===== config.mk =====
export PLATFORM = sky130hd
export DESIGN_NAME = signed_word_to_decimal_text_unit
export DESIGN_NICKNAME = d
export VERILOG_FILES = /design/src/hdl/swdt_pkg.sv /design/src/hdl/swdt_dabble.sv /design/src/hdl/signed_word_to_decimal_text_unit.sv
export VERILOG_INCLUDE_DIRS = /design/src /design/src/hdl
export SDC_FILE = /design/constraint.sdc
export NUM_CORES = 1
export LEC_CHECK = 0
export BUFFER_PORTS_ARGS = -buffer_cell sky130_fd_sc_hd__buf_4
export CAP_MARGIN = 15
export CORE_MARGIN = 8
export CORE_UTILIZATION = 55
export DETAILED_ROUTE_END_ITERATION = 6
export HOLD_SLACK_MARGIN = 0.05
export PLACE_DENSITY_LB_ADDON = 0.12
export SLEW_MARGIN = 20
export SYNTH_ARGS = -nofsm -noshare
export SYNTH_HDL_FRONTEND = slang
export SYNTH_SLANG_ARGS = --single-unit

===== constraint.sdc =====
create_clock -name clock -period 3.2 [get_ports clock]
set_input_delay 0.32 -clock clock [delete_from_list [all_inputs] [get_ports clock]]
set_output_delay 0.32 -clock clock [all_outputs]
set_load 0.02 [all_outputs]

===== src/hdl/signed_word_to_decimal_text_unit_defines.svh =====
// ----------------------------------------------------------------------------
// Assertion macros
// Concurrent assertion helpers shared by the decimal text unit.
// ----------------------------------------------------------------------------
`ifndef SIGNED_WORD_TO_DECIMAL_TEXT_UNIT_DEFINES_SVH
`define SIGNED_WORD_TO_DECIMAL_TEXT_UNIT_DEFINES_SVH

`ifndef SYNTHESIS
// same-cycle implication
`define SWDT_ASSERT_IMPLIES(label, clk, rst, ante, cons) \
   label: assert property (@(posedge clk) disable iff (rst) (ante) |-> (cons)) \
      else $error("assertion failed: same-cycle implication");
// next-cycle implication
`define SWDT_ASSERT_NEXT(label, clk, rst, ante, cons) \
   label: assert property (@(posedge clk) disable iff (rst) (ante) |=> (cons)) \
      else $error("assertion failed: next-cycle implication");
`else
`define SWDT_ASSERT_IMPLIES(label, clk, rst, ante, cons)
`define SWDT_ASSERT_NEXT(label, clk, rst, ante, cons)
`endif

`endif


===== src/hdl/swdt_pkg.sv =====
// ----------------------------------------------------------------------------
// swdt_pkg
// Types and constants of the signed word to decimal text unit.
// ----------------------------------------------------------------------------
package swdt_pkg;

   localparam logic [7:0] CHAR_MINUS = 8'h2D;
   localparam logic [7:0] CHAR_ZERO  = 8'h30;
   localparam logic [7:0] CHAR_NINE  = 8'h39;

   localparam int unsigned NIBBLE_BITS = 4;

   // shift-and-add-3 correction: digits of 5 or more get 3 added before the shift
   localparam logic [3:0] DABBLE_LIMIT  = 4'd5;
   localparam logic [3:0] DABBLE_ADJUST = 4'd3;

   typedef enum logic [2:0] {
      ST_IDLE,
      ST_CONVERT,
      ST_TRIM,
      ST_SIGN,
      ST_DIGIT
   } swdt_state_type;

endpackage


===== src/hdl/swdt_dabble.sv =====
// ----------------------------------------------------------------------------
// swdt_dabble
// One double-dabble step: correct every BCD digit, then shift in one bit.
// ----------------------------------------------------------------------------
module swdt_dabble #(
   parameter int unsigned DIGITS = 10
) (
   input  logic [4*DIGITS-1:0] bcd_in,
   input  logic                shift_bit,
   output logic [4*DIGITS-1:0] bcd_out
);

   logic [4*DIGITS-1:0] corrected;

   always_comb begin
      for (int d = 0; d < DIGITS; d++) begin
         if (bcd_in[4*d +: 4] >= swdt_pkg::DABBLE_LIMIT) begin
            corrected[4*d +: 4] = bcd_in[4*d +: 4] + swdt_pkg::DABBLE_ADJUST;
         end else begin
            corrected[4*d +: 4] = bcd_in[4*d +: 4];
         end
      end
   end

   assign bcd_out = {corrected[4*DIGITS-2:0], shift_bit};

endmodule


===== src/hdl/signed_word_to_decimal_text_unit.sv =====
// ----------------------------------------------------------------------------
// signed_word_to_decimal_text_unit
// Converts one two's complement word into its decimal ASCII text.
// ----------------------------------------------------------------------------
// Usage:
//   req channel: one WORD_BITS-bit two's complement word per transfer.
//   rsp channel: one ASCII character per transfer, most significant first,
//   a leading '-' for negative values, no leading zeros, rsp_last on the
//   final character. Zero gives the single character '0'.
//   After a transfer on req the unit is busy: the shared shift-and-add-3
//   step runs once per bit of the word, then leading zeros are stripped from
//   the DIGITS-digit result (DIGITS = digits of 2^(WORD_BITS-1)) and the
//   sign is decided, then the characters go one per cycle into the output
//   register, paused while rsp_stall holds a full output register.
//   req_stall is high while a word is being worked on; the next word is
//   taken once the last character sits in the output register.
//   rsp_stall holds the output register and pauses the character sequencer.
//   Reset empties the output register and returns the sequencer to idle.
// ----------------------------------------------------------------------------
`include "signed_word_to_decimal_text_unit_defines.svh"

module signed_word_to_decimal_text_unit #(
   parameter int unsigned WORD_BITS = 32
) (
   input  logic                 clock,
   input  logic                 reset,
   input  logic                 req_valid,
   output logic                 req_stall,
   input  logic [WORD_BITS-1:0] req_word,
   output logic                 rsp_valid,
   input  logic                 rsp_stall,
   output logic [7:0]           rsp_character,
   output logic                 rsp_last
);

   // digits of the largest magnitude 2^(WORD_BITS-1): floor(k*log10(2)) + 1
   localparam int unsigned DIGITS      = ((WORD_BITS - 1) * 30103) / 100000 + 1;
   localparam int unsigned BCD_BITS    = swdt_pkg::NIBBLE_BITS * DIGITS;
   localparam int unsigned STEP_BITS   = $clog2(WORD_BITS);
   localparam int unsigned REMAIN_BITS = $clog2(DIGITS + 1);

   swdt_pkg::swdt_state_type state_ff, state_in;

   logic [WORD_BITS-1:0]   mag_ff, mag_in;
   logic [BCD_BITS-1:0]    bcd_ff, bcd_in;
   logic                   neg_ff, neg_in;
   logic [STEP_BITS-1:0]   step_ff, step_in;
   logic [REMAIN_BITS-1:0] remain_ff, remain_in;
   logic                   rsp_valid_ff, rsp_valid_in;
   logic [7:0]             rsp_character_ff, rsp_character_in;
   logic                   rsp_last_ff, rsp_last_in;

   logic [BCD_BITS-1:0]    bcd_step;
   logic [3:0]             top_digit;
   logic [BCD_BITS-1:0]    bcd_shifted;
   logic                   out_free;
   logic                   req_xfer;

   swdt_dabble #(
      .DIGITS (DIGITS)
   ) u_dabble (
      .bcd_in    (bcd_ff),
      .shift_bit (mag_ff[WORD_BITS-1]),
      .bcd_out   (bcd_step)
   );

   assign top_digit   = bcd_ff[BCD_BITS-1 -: 4];
   assign bcd_shifted = {bcd_ff[BCD_BITS-5:0], 4'd0};
   assign out_free    = !rsp_valid_ff || !rsp_stall;
   assign req_stall   = (state_ff != swdt_pkg::ST_IDLE);
   assign req_xfer    = req_valid && !req_stall;

   always_comb begin
      state_in         = state_ff;
      mag_in           = mag_ff;
      bcd_in           = bcd_ff;
      neg_in           = neg_ff;
      step_in          = step_ff;
      remain_in        = remain_ff;
      rsp_valid_in     = rsp_valid_ff && rsp_stall;
      rsp_character_in = rsp_character_ff;
      rsp_last_in      = rsp_last_ff;

      unique case (state_ff)
         swdt_pkg::ST_IDLE: begin
            if (req_valid) begin
               neg_in   = req_word[WORD_BITS-1];
               mag_in   = req_word[WORD_BITS-1]
                        ? WORD_BITS'(~req_word + WORD_BITS'(1)) : req_word;
               bcd_in   = '0;
               step_in  = STEP_BITS'(WORD_BITS - 1);
               state_in = swdt_pkg::ST_CONVERT;
            end
         end
         swdt_pkg::ST_CONVERT: begin
            bcd_in  = bcd_step;
            mag_in  = {mag_ff[WORD_BITS-2:0], 1'b0};
            step_in = step_ff - STEP_BITS'(1);
            if (step_ff == '0) begin
               remain_in = REMAIN_BITS'(DIGITS);
               state_in  = swdt_pkg::ST_TRIM;
            end
         end
         swdt_pkg::ST_TRIM: begin
            // strip leading zeros, always keep at least one digit
            if (top_digit == 4'd0 && remain_ff != REMAIN_BITS'(1)) begin
               bcd_in    = bcd_shifted;
               remain_in = remain_ff - REMAIN_BITS'(1);
            end else if (neg_ff) begin
               state_in = swdt_pkg::ST_SIGN;
            end else begin
               state_in = swdt_pkg::ST_DIGIT;
            end
         end
         swdt_pkg::ST_SIGN: begin
            if (out_free) begin
               rsp_valid_in     = 1'b1;
               rsp_character_in = swdt_pkg::CHAR_MINUS;
               rsp_last_in      = 1'b0;
               state_in         = swdt_pkg::ST_DIGIT;
            end
         end
         swdt_pkg::ST_DIGIT: begin
            if (out_free) begin
               rsp_valid_in     = 1'b1;
               rsp_character_in = swdt_pkg::CHAR_ZERO + {4'd0, top_digit};
               rsp_last_in      = (remain_ff == REMAIN_BITS'(1));
               bcd_in           = bcd_shifted;
               remain_in        = remain_ff - REMAIN_BITS'(1);
               if (remain_ff == REMAIN_BITS'(1)) begin
                  state_in = swdt_pkg::ST_IDLE;
               end
            end
         end
         default: begin
            state_in = swdt_pkg::ST_IDLE;
         end
      endcase
   end

   always_ff @(posedge clock) begin
      if (reset) begin
         state_ff     <= swdt_pkg::ST_IDLE;
         rsp_valid_ff <= 1'b0;
      end else begin
         state_ff     <= state_in;
         rsp_valid_ff <= rsp_valid_in;
      end
   end

   always_ff @(posedge clock) begin
      mag_ff           <= mag_in;
      bcd_ff           <= bcd_in;
      neg_ff           <= neg_in;
      step_ff          <= step_in;
      remain_ff        <= remain_in;
      rsp_character_ff <= rsp_character_in;
      rsp_last_ff      <= rsp_last_in;
   end

   assign rsp_valid     = rsp_valid_ff;
   assign rsp_character = rsp_character_ff;
   assign rsp_last      = rsp_last_ff;

   `SWDT_ASSERT_NEXT(a_accept_starts_convert, clock, reset, req_xfer,
      state_ff == swdt_pkg::ST_CONVERT)
   `SWDT_ASSERT_IMPLIES(a_digit_count_live, clock, reset,
      state_ff == swdt_pkg::ST_DIGIT, remain_ff != '0)
   `SWDT_ASSERT_IMPLIES(a_minus_never_last, clock, reset,
      rsp_valid_ff && rsp_character_ff == swdt_pkg::CHAR_MINUS, !rsp_last_ff)
   `SWDT_ASSERT_IMPLIES(a_digit_in_range, clock, reset,
      rsp_valid_ff && rsp_character_ff != swdt_pkg::CHAR_MINUS,
      rsp_character_ff >= swdt_pkg::CHAR_ZERO && rsp_character_ff <= swdt_pkg::CHAR_NINE)

endmodule

# Word-level counts from Yosys, hierarchy flattened
# Index checks and enable logic that the tools add are counted.
# word_totals
register_bits	95
inputBits	36
output_inout_bits	11
wordCells	106
# op_classes
addsub	14
n_lt_le_gt_ge	10
eq_ne	13
muxes	39
bitwise_logic	1
reduce_logical	20
# ops
cell	count
$pmux 40 s4	1
$mux 40	3
$mux 32	2
$pmux 32 s2	1
$mux 4	12
$ge 4x3->1 const B	10
$add 4x2->4 const B	9
$add 32x1->32 const B	1
$not 32->32	1
$mux 3	8
$mux 8	2
$pmux 8 s2	1
$pmux 3 s5	1
$ne 2x2->1 const B	7
$pmux 4 s3	1
$pmux 5 s2	1
$reduce_and 4->1	2
$add 6x4->7 const A	1
$eq 3x2->1 const B	2
$reduce_and 6->1	1
$reduce_bool 3->1	2
$logic_not 5->1	1
$mux 5	1
$sub 5x1->5 const B	1
18 further kinds	25

# Longest topological paths before layout
# logic_depth
ltp_word	5
depth_mapped	7
ltp_nobuf	7

# Hierarchy
# From an unflattened synthesis, not the netlist that was laid out.
# hier_totals
cells_unflattened	553
area_unflattened_um2	5632.9
# modules_own_cells
module	n_inst	cells_per_inst	area_each_um2	seq_area_each_um2
signed_word_to_decimal_text_unit	1	396	4631.9	2722.6
swdt_dabble	1	157	1001.0	0.0

# Worst setup path after synthesis
# OpenSTA, ideal clock, no wires.
# synth_path
path_type	register to register
from	register state_ff[0]
to	register bcd_ff[0], enable pin
setup_ns	0.404
arrival_ns	2.553
required_ns	2.796
path_slack_ns	0.243
stages_incl_launch_ff	5
n_path_buf	0
period_less_slack_ns	2.957
path_cell_list	dfxtp_1 inv_1 nor3_1 or2_2 nand2b_1
# synth_via
elab_chain_cells	3
elab_cells_between_ends	9
classes_between	eq/ne (6); reduce/logical (3)
# synth_lines
element	line_no	rtl
from (decl)	signed_word_to_decimal_text_unit.sv:42	swdt_pkg::swdt_state_type state_ff, state_in;
from (signal assigned)	signed_word_to_decimal_text_unit.sv:143	state_ff <= swdt_pkg::ST_IDLE;
from (signal assigned)	signed_word_to_decimal_text_unit.sv:146	state_ff <= state_in;
$eq 3x3->1 (tied with other cells)	signed_word_to_decimal_text_unit.sv:84	unique case (state_ff)
$reduce_bool 4->1 (no source line) / $ne 2x2->1 (equally long branches)	--	
$reduce_and 4->1 (no source line) (*)	--	
to (signal assigned)	signed_word_to_decimal_text_unit.sv:153	bcd_ff <= bcd_in;
to (decl)	signed_word_to_decimal_text_unit.sv:45	logic [BCD_BITS-1:0] bcd_ff, bcd_in;
# Mark *: on every way between the ends. The rest lies on a longest branch, timed or not.
# A chain may end at the register's enable or synchronous reset.

# Worst setup path in the final report
# layout_path
from	register remain_ff[0]
to	register bcd_ff[24], enable pin
# layout_via
elab_chain_cells	4
# layout_lines
element	line_no	rtl
from (decl)	signed_word_to_decimal_text_unit.sv:48	logic [REMAIN_BITS-1:0] remain_ff, remain_in;
from (signal assigned)	signed_word_to_decimal_text_unit.sv:156	remain_ff <= remain_in;
$ne 4x1->1	signed_word_to_decimal_text_unit.sv:106	if (top_digit == 4'd0 && remain_ff != REMAIN_BITS'(1)) begin
$logic_and 1x1->1	signed_word_to_decimal_text_unit.sv:106	
$ne 2x2->1 (no source line)	--	
$reduce_and 4->1 (no source line)	--	
# Every way passes these cells.

==> metrics.txt <==
# TYPE chip_impl_metric gauge
chip_impl_info{name="synth_area_leader_cell",value="sky130_fd_sc_hd__edfxtp_1"} 1
chip_impl_metric{name="final_net_count",unit=""} 654
chip_impl_metric{name="max_slew_vio_count",unit=""} 0
chip_impl_metric{name="synthDistinctLibCells",unit=""} 43
chip_impl_metric{name="grt_pass1_vias",unit=""} 4088
chip_impl_metric{name="drtPass1Iterations",unit=""} 5
chip_impl_metric{name="placeable_core_region",unit="mm²"} 0.00977
chip_impl_metric{name="detailed_place_hpwl",unit="µm"} 7820
chip_impl_metric{name="max_cap_viol_count",unit=""} 0
chip_impl_metric{name="power_switching",unit="µW"} 948
chip_impl_metric{name="final_core_utilization",unit="%"} 63.5
chip_impl_metric{name="skew",unit="ns"} 0.0135
chip_impl_metric{name="via_density",unit=""} 5.56
chip_impl_metric{name="crit_fanout",unit=""} 28
chip_impl_metric{name="normalized_max_slew_margin",unit="%"} 61.5
chip_impl_metric{name="multi_input_area",unit="mm²"} 0.00261
chip_impl_metric{name="die_height",unit="µm"} 116
chip_impl_metric{name="p_int",unit="µW"} 2270
chip_impl_metric{name="synth.yosys.seq_area_share",unit="%"} 49.3
chip_impl_metric{name="power_density",unit="mW/mm²"} 518
chip_impl_info{name="critical_path.reg2reg.endpoint",value="bcd_ff[24]"} 1
chip_impl_metric{name="die_outline_area",unit="mm²"} 0.0135
chip_impl_metric{name="cts.path.max_buffers",unit=""} 2
chip_impl_info{name="mostFrequentLayoutCells",value="sky130_fd_sc_hd__edfxtp_1, sky130_fd_sc_hd__nand2_1, sky130_fd_sc_hd__o21ai_0"} 1
chip_impl_metric{name="cp.required",unit="ns"} 3.26
chip_impl_metric{name="final.fill_count",unit=""} 834
chip_impl_info{name="worst_hold_path_type",value="input pin to flop"} 1
chip_impl_metric{name="final_antenna_net_count",unit=""} 0
chip_impl_metric{name="gr-usage-all-layers",unit="%"} 17.0
chip_impl_metric{name="clock_sinks",unit=""} 92
chip_impl_metric{name="cts_setup_buffers",unit=""} 0
chip_impl_metric{name="synthDominantCellAreaShare",unit="%"} 47.8
chip_impl_metric{name="count_of_buffers_inserted_at_the_top_level_ports",unit=""} 43
chip_impl_info{name="leading_cell_type_in_the_layout_fill_and_taps_excluded",value="sky130_fd_sc_hd__edfxtp_1"} 1
chip_impl_metric{name="number_of_cells_produced_by_synthesis",unit=""} 556
chip_impl_metric{name="tightest_slew",unit="ns"} 0.570
chip_impl_info{name="grt_setup_unrepaired",value="false"} 1
chip_impl_metric{name="finalCritPeriodShare",unit="%"} 80.6
chip_impl_info{name="outcome",value="completed"} 1
chip_impl_metric{name="remaining_drc_errors",unit=""} 0
chip_impl_metric{name="ys_ff_latch",unit=""} 92
chip_impl_metric{name="critPathArrivalTime",unit="ns"} 2.64
chip_impl_info{name="timing_worst_setup_path_type",value="flop to flop"} 1
chip_impl_metric{name="synth-edff-count",unit=""} 88
chip_impl_metric{name="setup-violations-final",unit=""} 0
chip_impl_metric{name="hold_violations",unit=""} 0
chip_impl_metric{name="detail_route.wl_per_cell",unit="µm"} 14.9
chip_impl_metric{name="place_worst_setup_slack",unit="ns"} 0.602
chip_impl_info{name="endpoint",value="bcd_ff[24]"} 1
chip_impl_metric{name="layout_min_cycle_time",unit="ns"} 2.58
chip_impl_metric{name="routabilityCongestion",unit=""} 0.861
chip_impl_metric{name="reg2reg_slack",unit="ns"} 0.62
chip_impl_metric{name="peakVddDrop",unit="V"} 0.000312
chip_impl_metric{name="detail_route.iter0.violations",unit=""} 280
chip_impl_metric{name="yosysWarningCount",unit=""} 0
chip_impl_metric{name="syn-cell-area",unit="mm²"} 0.00553
chip_impl_metric{name="layout-area-overhead-vs-synth",unit="%"} 12.4
chip_impl_metric{name="timing.hold.ws",unit="ns"} 0.136
chip_impl_metric{name="grt_pass1_wl",unit="µm"} 18400
chip_impl_info{name="critical_path.endpoint_type",value="flop"} 1
chip_impl_info{name="clk_root_buffer_cell",value="sky130_fd_sc_hd__clkbuf_8"} 1
chip_impl_info{name="setup.worst_path.start_class",value="flop"} 1
chip_impl_metric{name="power.combinational.fraction",unit="%"} 21.0
chip_impl_metric{name="postCtsResizedCells",unit=""} 0
chip_impl_metric{name="ctsHtreeMaxLevel",unit=""} 3
chip_impl_metric{name="vias",unit=""} 4068
chip_impl_metric{name="io-pin-count",unit=""} 47
chip_impl_metric{name="worstRegToRegCells",unit=""} 7
chip_impl_metric{name="globalRouteOverflowTotal",unit=""} 0
chip_impl_metric{name="clock_latency_of_the_later_clocked_register_in_the_worst_skew_pair",unit="ns"} 0.35
chip_impl_info{name="ys_flop_type",value="sky130_fd_sc_hd__edfxtp_1"} 1
chip_impl_metric{name="syn_area_per_cell",unit="µm²"} 9.94
chip_impl_metric{name="floorplan.initialDensity",unit="%"} 56.5
chip_impl_metric{name="worst_setup_hold_path_clk_slew",unit="ns"} 0.10
chip_impl_metric{name="seq_power_share",unit="%"} 51.9
chip_impl_info{name="crit_start",value="remain_ff[0]"} 1
chip_impl_metric{name="layout.area.seq",unit="mm²"} 0.00272
chip_impl_metric{name="std_cell_rows",unit=""} 36
chip_impl_metric{name="leakage",unit="µW"} 0.00229
chip_impl_metric{name="synthArstFlopShare",unit="%"} 0
chip_impl_info{name="rr_startpoint",value="remain_ff[0]"} 1
chip_impl_metric{name="final.setup.tns",unit="ns"} 0
chip_impl_metric{name="clock.fmax",unit="GHz"} 0.387
chip_impl_metric{name="maximum_number_of_pins_on_one_net_before_global_route_repair",unit=""} 51
chip_impl_info{name="cts_tree",value="yes"} 1
chip_impl_metric{name="cts-buffers-inserted",unit=""} 9
chip_impl_metric{name="n_antenna_cell",unit=""} 0
chip_impl_metric{name="final_layout_size_suffix_gt1_share",unit="%"} 13.4
chip_impl_metric{name="clock_power_share",unit="%"} 27.2
chip_impl_metric{name="finalWorstSetupSlack",unit="ns"} 0.619
chip_impl_metric{name="antenna_found_initial",unit=""} 0
chip_impl_metric{name="holdBufCountCts",unit=""} 0
chip_impl_metric{name="sw_ratio",unit="%"} 29.5
chip_impl_info{name="top_post_synthesis_cells_by_area",value="sky130_fd_sc_hd__edfxtp_1, sky130_fd_sc_hd__o21ai_0, sky130_fd_sc_hd__ha_1"} 1
chip_impl_metric{name="totalWireLength",unit="µm"} 10900
chip_impl_metric{name="floorplan.die.width",unit="µm"} 116
## per-stage QoR
step           instances  cell area [µm²]  total power (µW)
3_3_place_gp         715             5990              2330
5_1_grt              731             6210              3400
6_report             731             6210              3220
2_1_floorplan        557             5530              2150
3_5_place_dp         715             5990              2370
4_1_cts              731             6210              3240
## flip-flops by register name, summed over array words and instances, names as in the netlist
name and count:
rsp_last 1, rsp_valid 1, bcd_ff 40, mag_ff 32, rsp_character 5, remain_ff 4
state_ff 3, neg_ff 1, step_ff 5
## worst min-delay path by stage
| stage | cells past startpoint | end | startpoint | slack (ns) |
|---|---|---|---|---|
| 2_1_floorplan | 1 | rsp_valid | reset | 0.39 |
| 3_5_place_dp | 2 | state_ff[0] | reset | 0.51 |
| 5_1_grt | 2 | state_ff[0] | reset | 0.11 |
| 6_report | 2 | rsp_valid | reset | 0.14 |
| 3_3_place_gp | 2 | mag_ff[2] | mag_ff[1] | 0.50 |
| 4_1_cts | 2 | state_ff[0] | reset | 0.11 |
## cell usage after synthesis, types with 5 or more instances
library cell	count
sky130_fd_sc_hd__o31ai_1	16
sky130_fd_sc_hd__nand2_1	72
sky130_fd_sc_hd__nor3_1	8
sky130_fd_sc_hd__a21oi_1	51
sky130_fd_sc_hd__edfxtp_1	88
sky130_fd_sc_hd__inv_1	29
sky130_fd_sc_hd__clkbuf_1	19
sky130_fd_sc_hd__o21ai_0	63
sky130_fd_sc_hd__o21ai_1	9
sky130_fd_sc_hd__a22o_1	5
sky130_fd_sc_hd__nor2_1	32
sky130_fd_sc_hd__nor3b_1	13
sky130_fd_sc_hd__xnor2_1	14
sky130_fd_sc_hd__nand2b_1	16
sky130_fd_sc_hd__or3_1	7
sky130_fd_sc_hd__ha_1	25
sky130_fd_sc_hd__xor2_1	34
## power by group through the flow
stage	Clock, µW	Sequential, µW	Combinational, µW
2_1_floorplan	0	1650	497
3_3_place_gp	0	1690	644
3_5_place_dp	0	1700	678
4_1_cts	890	1670	682
5_1_grt	932	1700	771
6_report	874	1670	674
## final cells by class
type	instances	share of cell area, %
clock buffer	9	2.00
clock inverter	7	1.59
inverter	29	1.75
multi-input combinational	412	42.0
sequential	92	43.9
tap	133	2.68
timing repair buffer	49	6.13
## logic make-up after synthesis
logic type               count (synthesis)  share of synthesized area [%]
AND/OR/NAND/NOR                        180                           17.0
adder cells (fa/ha/maj)                 25                           5.66
AO/OA/AOI/OAI                          155                           16.3
flip-flops                              92                           49.3
multiplexers                             1                          0.181
XOR/XNOR                                48                           7.61
buffers and inverters                   53                           3.80
other                                    2                          0.136
## layer usage
layer	GRT usage, %	vias to the layer above	part of all wire (%)
met5	0	-	0
met4	7.09	0	0.83
met3	2.90	5	3.3
met2	29.4	74	52
met1	20.6	1926	44
li1	-	2063	-
## worst max-delay path, cell delays in order, from the launching register on
cell,delay [ns]
sky130_fd_sc_hd__edfxtp_1,0.42
sky130_fd_sc_hd__ha_1,0.21
sky130_fd_sc_hd__nor3b_1,0.16
sky130_fd_sc_hd__nor4b_1,0.50
sky130_fd_sc_hd__a21oi_1,0.14
sky130_fd_sc_hd__or2_2,0.31
sky130_fd_sc_hd__nand2b_2,0.28
sky130_fd_sc_hd__buf_12,0.24
(Power assumes the default switching activity.)
